[config.mk]
export PLATFORM = sky130hd
export DESIGN_NAME = dns_query_answer_builder_core
export DESIGN_NICKNAME = d
export VERILOG_FILES = /design/src/rtl/core/dqab_pkg.sv /design/src/rtl/core/dqab_ram.sv /design/src/rtl/core/dns_query_answer_builder_core.sv
export SDC_FILE = /design/constraint.sdc
export NUM_CORES = 2
export LEC_CHECK = 0
export ABC_AREA = 1
export BUFFER_PORTS_ARGS = -buffer_cell sky130_fd_sc_hd__buf_2
export CORE_ASPECT_RATIO = 0.5
export CORE_MARGIN = 2
export CORE_UTILIZATION = 45
export CTS_CLUSTER_SIZE = 40
export DETAILED_ROUTE_END_ITERATION = 6
export SYNTH_ARGS = -nofsm -noshare
export SYNTH_HDL_FRONTEND = slang
export SYNTH_SLANG_ARGS = --single-unit
export TNS_END_PERCENT = 5
[constraint.sdc]
create_clock -name clk -period 7.43 [get_ports clk]
set_clock_uncertainty 0.2 [all_clocks]
set_input_delay 1.486 -clock clk [delete_from_list [all_inputs] [get_ports clk]]
set_output_delay 1.486 -clock clk [all_outputs]
set_load 0.02 [all_outputs]
[src/rtl/core/dqab_pkg.sv]
// Shared types and constants for the DNS answer builder.
`default_nettype none
package dqab_pkg;
  localparam int unsigned HDR_BYTES = 12;
  localparam int unsigned REC_BYTES = 16;
  localparam int unsigned MAX_REPLY = 256;
  localparam logic [15:0] OPCODE_BITS = 16'h7800;
  localparam logic [7:0] QR_BIT = 8'h80;
  localparam logic [15:0] TYPE_A = 16'h0001;
  localparam logic [7:0] NAME_PTR_HI = 8'hC0;
  localparam logic [1:0] ST_REPLY = 2'd0;
  localparam logic [1:0] ST_OPCODE = 2'd1;
  localparam logic [1:0] ST_LENGTH = 2'd2;
  localparam logic [1:0] ST_MALFORMED = 2'd3;
  localparam logic [1:0] CFG_ADDRESS = 2'd0;
  localparam logic [1:0] CFG_TTL = 2'd1;
  localparam logic [1:0] CFG_LIMIT = 2'd2;
endpackage
`default_nettype wire

[src/rtl/core/dqab_ram.sv]
// Generic single-port-write, single-read RAM with registered read data.
`default_nettype none
module dqab_ram #(
  parameter int WIDTH = 8,
  parameter int DEPTH = 256
) (
  input  wire logic                     clk,
  input  wire logic                     we,
  input  wire logic [$clog2(DEPTH)-1:0] waddr,
  input  wire logic [WIDTH-1:0]         wdata,
  input  wire logic [$clog2(DEPTH)-1:0] raddr,
  output logic      [WIDTH-1:0]         rdata
);
  logic [WIDTH-1:0] mem [DEPTH];
  always_ff @(posedge clk) begin
    if (we) mem[waddr] <= wdata;
    rdata <= mem[raddr];
  end
endmodule
`default_nettype wire

[src/rtl/core/dns_query_answer_builder_core.sv]
// Top level of the DNS answer builder: byte capture, question walk, reply output.
//
// Request channel: one byte per word (request_byte, request_last), valid/ready.
// Bytes are written into the packet buffer one per cycle while collecting.
// After the last byte the block walks the header and the questions, reading
// the buffer one byte per read (each read has an address cycle, then a data cycle).
// Reply bytes come from the packet buffer, from the answer records or from zero
// fill; each byte is gathered in an address cycle and a data cycle, and each word
// is then held in the output register until taken.
// A drop gives one word with word_bytes 0 and a status code.
// No new request byte is taken until the last reply word has been taken; a
// stall on the reply side holds the output register and all state.
// Reset (rst, synchronous) restores the register defaults and empties the
// byte count; the buffer contents need no clearing.
// Configuration is written through cfg_we/cfg_index/cfg_data while idle.
`default_nettype none
module dns_query_answer_builder_core
  import dqab_pkg::*;
#(
  parameter int BUFFER_BYTES = 256
) (
  input  wire logic        clk,
  input  wire logic        rst,
  input  wire logic        cfg_we,
  input  wire logic [1:0]  cfg_index,
  input  wire logic [31:0] cfg_data,
  input  wire logic        request_valid,
  output logic             request_ready,
  input  wire logic [7:0]  request_byte,
  input  wire logic        request_last,
  output logic             reply_valid,
  input  wire logic        reply_ready,
  output logic [31:0]      reply_word,
  output logic [2:0]       word_bytes,
  output logic             reply_last,
  output logic [1:0]       reply_status
);
  localparam int AW = $clog2(BUFFER_BYTES);
  localparam int LIM = (BUFFER_BYTES < MAX_REPLY) ? BUFFER_BYTES : MAX_REPLY;

  localparam logic [3:0] S_LOAD = 4'd0, S_HDR = 4'd1, S_CHK = 4'd2,
    S_NAME = 4'd3, S_TC = 4'd4, S_REC = 4'd5, S_OUT = 4'd6, S_OWAIT = 4'd7,
    S_DROP = 4'd8, S_HOLD = 4'd9, S_QNEXT = 4'd10;

  logic [31:0] answer_address, answer_ttl;
  logic [8:0]  reply_limit;
  logic [3:0]  state;
  logic [12:0] byte_count;
  logic        overflow_seen;
  logic [12:0] len;
  logic [8:0]  eff_limit;
  logic [15:0] flags, qd, qi;
  logic [12:0] pos, name_at;
  logic [2:0]  sub;
  logic [31:0] tc;
  logic        rd_pend;
  logic [AW-1:0] raddr;
  logic [AW-1:0] pkt_raddr;
  logic [7:0]  rdata;
  logic [12:0] total;
  logic [8:0]  obyte;
  logic [1:0]  ok;
  logic [31:0] wacc;
  // answer records: index -> qname pointer, type/class
  logic [7:0]  rec_cnt;
  logic        rec_we;
  logic [7:0]  rec_ram_addr;
  logic [44:0] rec_wdata, rec_rdata;

  // present the walk or output address in the address cycle itself
  assign pkt_raddr = (state == S_NAME || state == S_TC) ? AW'(pos) :
                     (state == S_OUT) ? AW'(obyte) : raddr;

  dqab_ram #(.WIDTH(8), .DEPTH(BUFFER_BYTES)) u_pkt (
    .clk(clk),
    .we(request_valid && request_ready && (byte_count < 13'(BUFFER_BYTES))),
    .waddr(byte_count[AW-1:0]), .wdata(request_byte),
    .raddr(pkt_raddr), .rdata(rdata));

  dqab_ram #(.WIDTH(45), .DEPTH(16)) u_rec (
    .clk(clk), .we(rec_we), .waddr(rec_cnt[3:0]), .wdata(rec_wdata),
    .raddr(rec_ram_addr[3:0]), .rdata(rec_rdata));

  assign eff_limit = (reply_limit > 9'(LIM)) ? 9'(LIM) : reply_limit;
  assign request_ready = (state == S_LOAD);

  logic [12:0] rec_off;
  logic [3:0]  rec_byte;
  assign rec_off = 13'(obyte) - len;
  assign rec_byte = rec_off[3:0];
  assign rec_ram_addr = 8'(rec_off >> 4);

  function automatic logic [7:0] rec_sel(input logic [3:0] b, input logic [44:0] r,
                                         input logic [31:0] ttl, input logic [31:0] adr);
    logic [15:0] p;
    begin
      p = {NAME_PTR_HI, 8'h00} | {3'b000, r[44:32]};
      case (b)
        4'd0: rec_sel = p[15:8];
        4'd1: rec_sel = p[7:0];
        4'd2: rec_sel = r[31:24];
        4'd3: rec_sel = r[23:16];
        4'd4: rec_sel = r[15:8];
        4'd5: rec_sel = r[7:0];
        4'd6: rec_sel = ttl[31:24];
        4'd7: rec_sel = ttl[23:16];
        4'd8: rec_sel = ttl[15:8];
        4'd9: rec_sel = ttl[7:0];
        4'd10: rec_sel = 8'h00;
        4'd11: rec_sel = 8'h04;
        4'd12: rec_sel = adr[31:24];
        4'd13: rec_sel = adr[23:16];
        4'd14: rec_sel = adr[15:8];
        default: rec_sel = adr[7:0];
      endcase
    end
  endfunction

  always_ff @(posedge clk) begin
    if (rst) begin
      answer_address <= 32'hC0A80401;
      answer_ttl <= 32'd60;
      reply_limit <= 9'd256;
      state <= S_LOAD;
      byte_count <= '0;
      overflow_seen <= 1'b0;
      reply_valid <= 1'b0;
      rec_we <= 1'b0;
      rd_pend <= 1'b0;
    end else begin
      rec_we <= 1'b0;
      if (cfg_we) begin
        case (cfg_index)
          CFG_ADDRESS: answer_address <= cfg_data;
          CFG_TTL: answer_ttl <= cfg_data;
          CFG_LIMIT: reply_limit <= cfg_data[8:0];
          default: ;
        endcase
      end
      case (state)
        S_LOAD: begin
          if (request_valid) begin
            if (byte_count < 13'(BUFFER_BYTES)) byte_count <= byte_count + 13'd1;
            else overflow_seen <= 1'b1;
            if (request_last) begin
              len <= (byte_count < 13'(BUFFER_BYTES)) ? byte_count + 13'd1 : byte_count;
              state <= S_HDR;
              sub <= '0;
              raddr <= AW'(2);
              rd_pend <= 1'b0;
            end
          end
        end
        S_HDR: begin
          // fetch bytes 2..5, each with an address cycle, then a data cycle
          if (overflow_seen || len < 13'(HDR_BYTES) || len > 13'(eff_limit)) begin
            reply_status <= ST_LENGTH;
            state <= S_DROP;
          end else if (!rd_pend) begin
            rd_pend <= 1'b1;
          end else begin
            rd_pend <= 1'b0;
            case (sub)
              3'd0: flags[15:8] <= rdata;
              3'd1: flags[7:0] <= rdata;
              3'd2: qd[15:8] <= rdata;
              default: qd[7:0] <= rdata;
            endcase
            raddr <= raddr + AW'(1);
            if (sub == 3'd3) state <= S_CHK;
            sub <= sub + 3'd1;
          end
        end
        S_CHK: begin
          total <= len + 13'({qd, 4'b0000} > 20'h1000 ? 13'h1FFF : 13'({qd, 4'b0000}));
          if ((flags & OPCODE_BITS) != 16'h0000) begin
            reply_status <= ST_OPCODE;
            state <= S_DROP;
          end else if ({4'b0000, qd, 4'b0000} + 24'(len) > 24'(eff_limit)) begin
            reply_status <= ST_LENGTH;
            state <= S_DROP;
          end else begin
            pos <= 13'(HDR_BYTES);
            qi <= '0;
            rec_cnt <= '0;
            state <= S_QNEXT;
          end
        end
        S_QNEXT: begin
          if (qi == qd) begin
            obyte <= '0;
            ok <= '0;
            wacc <= '0;
            rd_pend <= 1'b0;
            state <= S_OUT;
          end else begin
            name_at <= pos;
            rd_pend <= 1'b0;
            state <= S_NAME;
          end
        end
        S_NAME: begin
          if (pos >= len) begin
            reply_status <= ST_MALFORMED;
            state <= S_DROP;
          end else if (!rd_pend) begin
            rd_pend <= 1'b1;
          end else begin
            rd_pend <= 1'b0;
            if (rdata == 8'h00) begin
              pos <= pos + 13'd1;
              sub <= '0;
              state <= S_TC;
              if (pos + 13'd5 > len) begin
                reply_status <= ST_MALFORMED;
                state <= S_DROP;
              end
            end else begin
              pos <= pos + 13'(rdata) + 13'd1;
            end
          end
        end
        S_TC: begin
          if (!rd_pend) begin
            rd_pend <= 1'b1;
          end else begin
            rd_pend <= 1'b0;
            tc <= {tc[23:0], rdata};
            pos <= pos + 13'd1;
            sub <= sub + 3'd1;
            if (sub == 3'd3) state <= S_REC;
          end
        end
        S_REC: begin
          qi <= qi + 16'd1;
          if (tc[31:16] == TYPE_A) begin
            rec_we <= 1'b1;
            rec_wdata <= {name_at, tc};
          end
          state <= S_QNEXT;
        end
        S_OUT: begin
          // gather one reply byte per pass: address cycle, then data cycle
          if (!rd_pend) begin
            rd_pend <= 1'b1;
          end else begin
            logic [7:0] b;
            rd_pend <= 1'b0;
            if (13'(obyte) < len) begin
              if (obyte == 9'd2) b = rdata | QR_BIT;
              else if (obyte == 9'd6) b = qd[15:8];
              else if (obyte == 9'd7) b = qd[7:0];
              else b = rdata;
            end else if ({5'b0, rec_ram_addr} < {5'b0, rec_cnt}) begin
              b = rec_sel(rec_byte, rec_rdata, answer_ttl, answer_address);
            end else begin
              b = 8'h00;
            end
            wacc <= wacc | ({b, 24'h0} >> {ok, 3'b000});
            obyte <= obyte + 9'd1;
            ok <= ok + 2'd1;
            if (ok == 2'd3 || 13'(obyte) + 13'd1 == total) begin
              reply_word <= wacc | ({b, 24'h0} >> {ok, 3'b000});
              word_bytes <= {1'b0, ok} + 3'd1;
              reply_last <= (13'(obyte) + 13'd1 == total);
              reply_status <= ST_REPLY;
              reply_valid <= 1'b1;
              state <= S_OWAIT;
            end
          end
        end
        S_OWAIT: begin
          if (reply_ready) begin
            reply_valid <= 1'b0;
            wacc <= '0;
            ok <= '0;
            if (reply_last) begin
              state <= S_LOAD;
              byte_count <= '0;
              overflow_seen <= 1'b0;
            end else begin
              state <= S_OUT;
            end
          end
        end
        S_DROP: begin
          reply_word <= '0;
          word_bytes <= '0;
          reply_last <= 1'b1;
          reply_valid <= 1'b1;
          state <= S_HOLD;
        end
        S_HOLD: begin
          if (reply_ready) begin
            reply_valid <= 1'b0;
            state <= S_LOAD;
            byte_count <= '0;
            overflow_seen <= 1'b0;
          end
        end
        default: state <= S_LOAD;
      endcase
      if (rec_we) rec_cnt <= rec_cnt + 8'd1;
    end
  end
endmodule
`default_nettype wire

# Yosys cells after proc, flatten, opt, wreduce, memory -nomap -nowiden
# Memory sizes are Yosys's and may differ from the RTL's. A register that Yosys moved wholly into a read port is not among the register bits.
# Cells that the tools add are included.
[op_classes] n_addsub=16 magnitude_cmp=10 eq_ne=64 shifts=1 n_mux=116 bitwise_logic=6 n_reduce_logical=53
[op_table] cell="2-to-1 mux 32 bit" count=5
[op_table] cell="2-to-1 mux 13 bit" count=12
[op_table] cell="2-to-1 mux 8 bit" count=18
[op_table] cell="one-hot mux 8 bit (15 select lines)" count=1
[op_table] cell="one-hot mux 32 bit (3 select lines)" count=1
[op_table] cell="one-hot mux 13 bit (3 select lines)" count=2
[op_table] cell="one-hot mux 32 bit (2 select lines)" count=1
[op_table] cell="2-to-1 mux 4 bit" count=15
[op_table] cell="one-hot mux 4 bit (11 select lines)" count=1
[op_table] cell="== test 4 bit (second input constant)" count=10
[op_table] cell="adder 13 x 1 -> 13 bit (second input constant)" count=3
[op_table] cell="!= test 2 bit (second input constant)" count=17
[op_table] cell="2-to-1 mux 3 bit" count=11
[op_table] cell="== test 4 x 3 -> 1 bit (second input constant)" count=8
[op_table] cell="2-to-1 mux 16 bit" count=2
[op_table] cell="bitwise OR 32 bit" count=1
[op_table] cell="one-hot mux 16 bit (2 select lines)" count=1
[op_table] cell="right shift 32 x 5 -> 32 bit" count=1
[op_table] cell="AND reduction 5 bit" count=6
[op_table] cell="2-to-1 mux 2 bit" count=14
[op_table] cell="2-to-1 mux 9 bit" count=3
[op_table] cell="AND reduction 4 bit" count=6
[op_table] cell="adder 20 x 13 -> 21 bit" count=1
[op_table] cell="> comparator 21 x 9 -> 1 bit" count=1
[op_table] cell="66 further kinds" count=125
[word_totals] ff_bits=362 ram_bits=2768 in_bits=48 out_inout_bits=40 elab_cells=297 memories=2
[mem_list] name="u_pkt.mem" depth=256 word_bits=8 rd=1 rd_ports_with_merged_regs=1 write_ports=1 line_no="dqab_ram.sv:14" text="logic [WIDTH-1:0] mem [DEPTH];"
[mem_list] name="u_rec.mem" depth=16 word_bits=45 rd=1 rd_ports_with_merged_regs=1 write_ports=1 line_no="dqab_ram.sv:14"

# Logic depth before layout (Yosys ltp)
[logic_depth] word_depth=13 mapped_depth=23 mapped_depth_nobuf=23

# By module
# A second synthesis with hierarchy kept.
[hier_totals] cells_unflattened=12230 area_unflattened_um2=134627.9
[by_module_without_submodules] mod="dqab_ram (u_pkt)" instances=1 cells_per_inst=7003 area_each_um2=83396.2 seq_area_each_um2=61659.1
[by_module_without_submodules] mod="dqab_ram (u_rec)" instances=1 cells_per_inst=2967 area_each_um2=31824.3 seq_area_each_um2=22521.6
[by_module_without_submodules] mod="dns_query_answer_builder_core" instances=1 cells_per_inst=2260 area_each_um2=19407.4 seq_area_each_um2=9839.4

# Worst setup path before layout
# OpenSTA, ideal clock, no wires.
[synth_timing] path_kind="input-to-reg" from="input port rst" to="register rec_wdata[0], enable pin" setup_time_ns=0.559 arrival_time_ns=6.263 slack_ns=0.407 cell_stages=4 n_path_buf=1 path_cell_list="clkbuf_1 -> nor3_1 -> nand2_1 -> nor4_1"
[synth_between] elab_chain_len=2
[synth_lines] element="start, declared" line_no="dns_query_answer_builder_core.sv:23" text="input wire logic rst,"
[synth_lines] element="inverter 1 bit (no line)"
[synth_lines] element="AND reduction 3 bit (no line)"
[synth_lines] element="end signal, assigned" line_no="dns_query_answer_builder_core.sv:238" text="rec_wdata <= {name_at, tc};"
[synth_lines] element="end, declared" line_no="dns_query_answer_builder_core.sv:68" text="logic [44:0] rec_wdata, rec_rdata;"
# Every way passes these cells.
# A chain may end at the register's enable or synchronous reset.

# Final worst setup path
[layout_timing] from="register obyte[0]" to="register reply_word[26] (data pin)"
[layout_between] elab_chain_len=13
[layout_lines] element="start, declared" line_no="dns_query_answer_builder_core.sv:61" text="logic [8:0] obyte;"
[layout_lines] element="start signal, assigned" line_no="dns_query_answer_builder_core.sv:260" text="obyte <= obyte + 9'd1;"
[layout_lines] element="subtractor 9 x 12 -> 12 bit / == test 9 x 3 -> 1 bit (equally long branches)" line_no="dns_query_answer_builder_core.sv:89, dns_query_answer_builder_core.sv:252"
[layout_lines] element="== test 4 bit (tied with other cells)" line_no="dns_query_answer_builder_core.sv:98" text="case (b)"
[layout_lines] element="one-hot mux 8 bit (15 select lines) / 2-to-1 mux 8 bit (equally long branches)" line_no="dns_query_answer_builder_core.sv:98, dns_query_answer_builder_core.sv:251"
[layout_lines] element="2-to-1 mux 8 bit (on tied branches)" line_no="dns_query_answer_builder_core.sv:254, dns_query_answer_builder_core.sv:250"
[layout_lines] element="2-to-1 mux 8 bit *" line_no="dns_query_answer_builder_core.sv:249" text="if (13'(obyte) < len) begin"
[layout_lines] element="2-to-1 mux 8 bit *" line_no="dns_query_answer_builder_core.sv:244" text="if (!rd_pend) begin"
[layout_lines] element="2-to-1 mux 8 bit *" line_no="dns_query_answer_builder_core.sv:140" text="case (state)"
[layout_lines] element="2-to-1 mux 8 bit *" line_no="dns_query_answer_builder_core.sv:120" text="if (rst) begin"
[layout_lines] element="right shift 32 x 5 -> 32 bit *" line_no="dns_query_answer_builder_core.sv:263" text="reply_word <= wacc | ({b, 24'h0} >> {ok, 3'b000});"
[layout_lines] element="bitwise OR 32 bit *" line_no="dns_query_answer_builder_core.sv:263"
[layout_lines] element="2-to-1 mux 32 bit *" line_no="dns_query_answer_builder_core.sv:262" text="if (ok == 2'd3 || 13'(obyte) + 13'd1 == total) begin"
[layout_lines] element="2-to-1 mux 32 bit *" line_no="dns_query_answer_builder_core.sv:244"
[layout_lines] element="one-hot mux 32 bit (2 select lines) *" line_no="dns_query_answer_builder_core.sv:140"
[layout_lines] element="end signal, assigned" line_no="dns_query_answer_builder_core.sv:263"
[layout_lines] element="end, declared" line_no="dns_query_answer_builder_core.sv:33" text="output logic [31:0] reply_word,"
# Every way passes the cells marked *; elsewhere a longest branch is shown, timed or not. The select of a mux whose other input is x is not followed.

==> results.toml <==
[outcome]
run_status = "complete, no violations"

[synth]
ys.flop_type = "edfxtp_1"
synth_enable_flop_cells = 3033
synth_seq_cells = 3180
async_flop_share = 0
yosys.cell_types.count = 52
ys_warn_count = 0
synth_seq_area_share = 0.6766
netlist_instances = 12810
syn-mean-instance-area_um2 = 10.85
synth_area_mm2 = 0.1389
syn-num-nets = 12970

[die]
rows = 144
die_h_um = 396.9
initial_core_util = 0.4518
core-area_mm2 = 0.3076
die_w_um = 789.8
pin_count = 88
die-area_mm2 = 0.3135

[grt]
met1_usage = 0.3415
grt_use_met2 = 0.3764
grt-busiest-layer = "met2"
grt_pass1_wl_um = 565000
grt_overflow = 0
grt_pass1_vias = 87030
antenna_found_initial = 12
use_met3 = 0.03381
grt_max_degree = 158
track_usage = 0.2372

[clock_network]
cts_resized = 0
worst_skew_pair.late_latency_ns = 0.88
postCtsHoldBufs = 0
path_clk_slew_ns = 0.07
clkSinkCount = 3180
htreeDepth = 5
clockBufferDepth = 4
tritoncts = "built"
numCtsBuffers = 297
root_buffer = "clkbuf_16"
cts_setup_buffers = 0

[min_path]
hold_end = "rec_wdata[35]"
hp-class = "reg2reg"
hold_depth = 0
min_from = "name_at[3]"

[timing]
fin_ws_ns = 1.367
min_period_over_period = 0.8161
worst_slew_pin_slew_ns = 1.279
slew_headroom = 0.1408
period_needed_ns = 6.063
finalHoldViolCount = 0
grt_setup_unrepaired = "false"
setup_viol_count_final = 0
slew_viol_final = 0
fmax_mhz = 164.9
setup_tns_ns = 0

[critical_path]
crit_type = "reg2reg"
rrSetupSlack_ns = 1.37
cpMostUsedCell = "nand2_1"
crit_chain = "inv_1, ha_1, inv_1, fa_1, nand3_1, nand2_1, nand2_4, nand2_1, a21oi_1, xor2_4, buf_4, inv_4, ha_1, nand2_1, o21ai_0, a21oi_1, nand3_1, nand2_1, nand3_1, a21oi_1"
slowest_stage = "a21oi_1"
crit_path_max_fanout = 37
critPathMaxStageDelay_ns = 0.82
critical_path_arrival_ns = 6.57
r2r_start = "obyte[0]"
startpoint = "obyte[0]"
reg2reg_to = "reply_word[26]"
required_ns = 7.94
rr_worst_depth = 20
start_kind = "flip-flop"
endpoint_kind = "flip-flop"

[power]
seq_power_share = 0.397
p_switching_uw = 18690
swShare = 0.3661
p_comb_frac = 0.310
total_power_uw = 51050
powerDensity_mw_per_mm2 = 335.1
internal_power_uw = 32360
ir_drop_mv = 0.3350
leakage_uw = 0.05924
power_frac_clock = 0.293

[detailed_routing]
viasPerCell = 5.425
wl_per_cell_um = 22.43
drtAntennaViolNets = 0
vias = 92120
drc = 0
first_iter_violations = 11080
routed_wirelength_um = 380900
dr.pass1.iters = 6

[placement]
finalWeightedCongestion = 0.8641
port_buffers = 87
dp_hpwl_um = 211300
dpl_worst_slack_ns = 1.400

[run]
cap_violations = 0

[layout]
synthToLayoutAreaGrowth_pct = 9.651
utilization = 0.4954
drive_above_1_share = 0.07702
final_net_count = 12840
## power groups by stage
stage               registers, uW  clock network, uW  logic [uW]
floorplan                   20400                  0       10500
detailed placement          20600                  0       15700
global route                20300              15800       17200
finish                      20300              14900       15800
CTS                         20300              15200       15700
global placement            20700                  0       15600
## state kept, by name, indices dropped and copies added (netlist names), 16 cells and up
| signal | cells |
|---|---|
| reply_word | 32 |
| u_rec.rdata | 45 |
| wacc | 32 |
| rec_wdata | 45 |
| answer_ttl | 32 |
| qi | 16 |
| answer_address | 32 |
| qd | 16 |
| u_rec.mem | 720 |
| u_pkt.mem | 2048 |
| tc | 32 |
## worst max-delay path: cells and delay by family (launching register included)
kind / cells / cell delay (ns)
AO/OA/AOI/OAI: 4 / 1.49
XOR/XNOR: 1 / 0.16
adder cells (fa/ha/maj): 3 / 0.97
buffers and inverters: 4 / 1.18
flip-flops: 1 / 0.46
AND/OR/NAND/NOR: 8 / 1.40
## worst max path at each step
stage / to / slack (ns)
after floorplan: rec_wdata[0] / 0.41
after global placement: reply_word[10] / 1.40
after detailed placement: reply_word[26] / 1.40
after CTS: reply_word[26] / 1.37
after global routing: reply_word[9] / 0.93
final: reply_word[26] / 1.37
## area by class of cell
| class | instances | area [um^2] |
|---|---|---|
| Clock inverter | 129 | 1003 |
| Inverter | 1919 | 7226 |
| Tap cell | 4088 | 5115 |
| Antenna cell | 1 | 2.502 |
| Clock buffer | 383 | 8144 |
| Sequential cell | 3180 | 94020 |
| Timing Repair Buffer | 231 | 1972 |
| Multi-Input combinational cell | 7050 | 34880 |
| Fill cell | 27130 | 155200 |
## synth_stat cells, drive strengths merged, types with 20 or more instances
cell type / number / area [um^2]
clkbuf: 269 / 1010
nand2: 2803 / 10540
inv: 1916 / 7192
nand3b: 55 / 412.9
nand4: 36 / 225.2
ha: 104 / 1301
nor4: 20 / 125.1
o211ai: 67 / 503.0
mux2: 303 / 3412
o21ai: 338 / 1695
a21oi: 200 / 1001
o22ai: 92 / 575.6
nor3: 43 / 215.2
buf: 394 / 2186
nand3: 2128 / 10660
nor2: 733 / 2764
dfxtp: 147 / 2943
xor2: 58 / 508.0
edfxtp: 3033 / 91080
## cell families (layout without fill, tap and decap cells)
group,after synthesis,after routing,synth area share
DFF,3180,3180,0.6766
adders and majority gates,108,108,0.009941
other,0,1,0
muxes,303,303,0.02456
buffers and inverters,2582,2662,0.07484
and+or+nand+nor,5835,5835,0.1803
AOI/OAI and AO/OA,729,729,0.02895
xor gates and xnor gates,75,75,0.004727
## placed cells by master, fill, tap and decap left out, types with 40 or more instances in the layout
cell type  count
clkbuf_1      64
nand3b_1      55
buf_2         79
o22ai_1       92
o21ai_0      321
a21oi_1      199
clkinv_1      69
edfxtp_1    3033
nor3_1        40
nand2_1     2782
inv_1       1905
nor2_1       712
mux2_2       303
dfxtp_1      147
o211ai_1      67
buf_4        114
nand3_1     2124
ha_1         104
clkbuf_16    312
xor2_1        55
## through the flow
step	area, um^2	hold WS, ns	instances
after detailed placement	143200	0.2056	16470
after global placement	143200	0.2048	16470
final	152400	0.2204	16980
after global routing	152400	0.2287	16980
after floorplan	139000	0.2003	12810
after CTS	152400	0.2204	16980
## metal layers
layer,part of all wire,up-vias
li1,-,42770
met1,0.43,45150
met2,0.46,3554
met3,0.077,647
met4,0.032,0
met5,0,-
No activity file was read; power rests on OpenSTA's default activity.
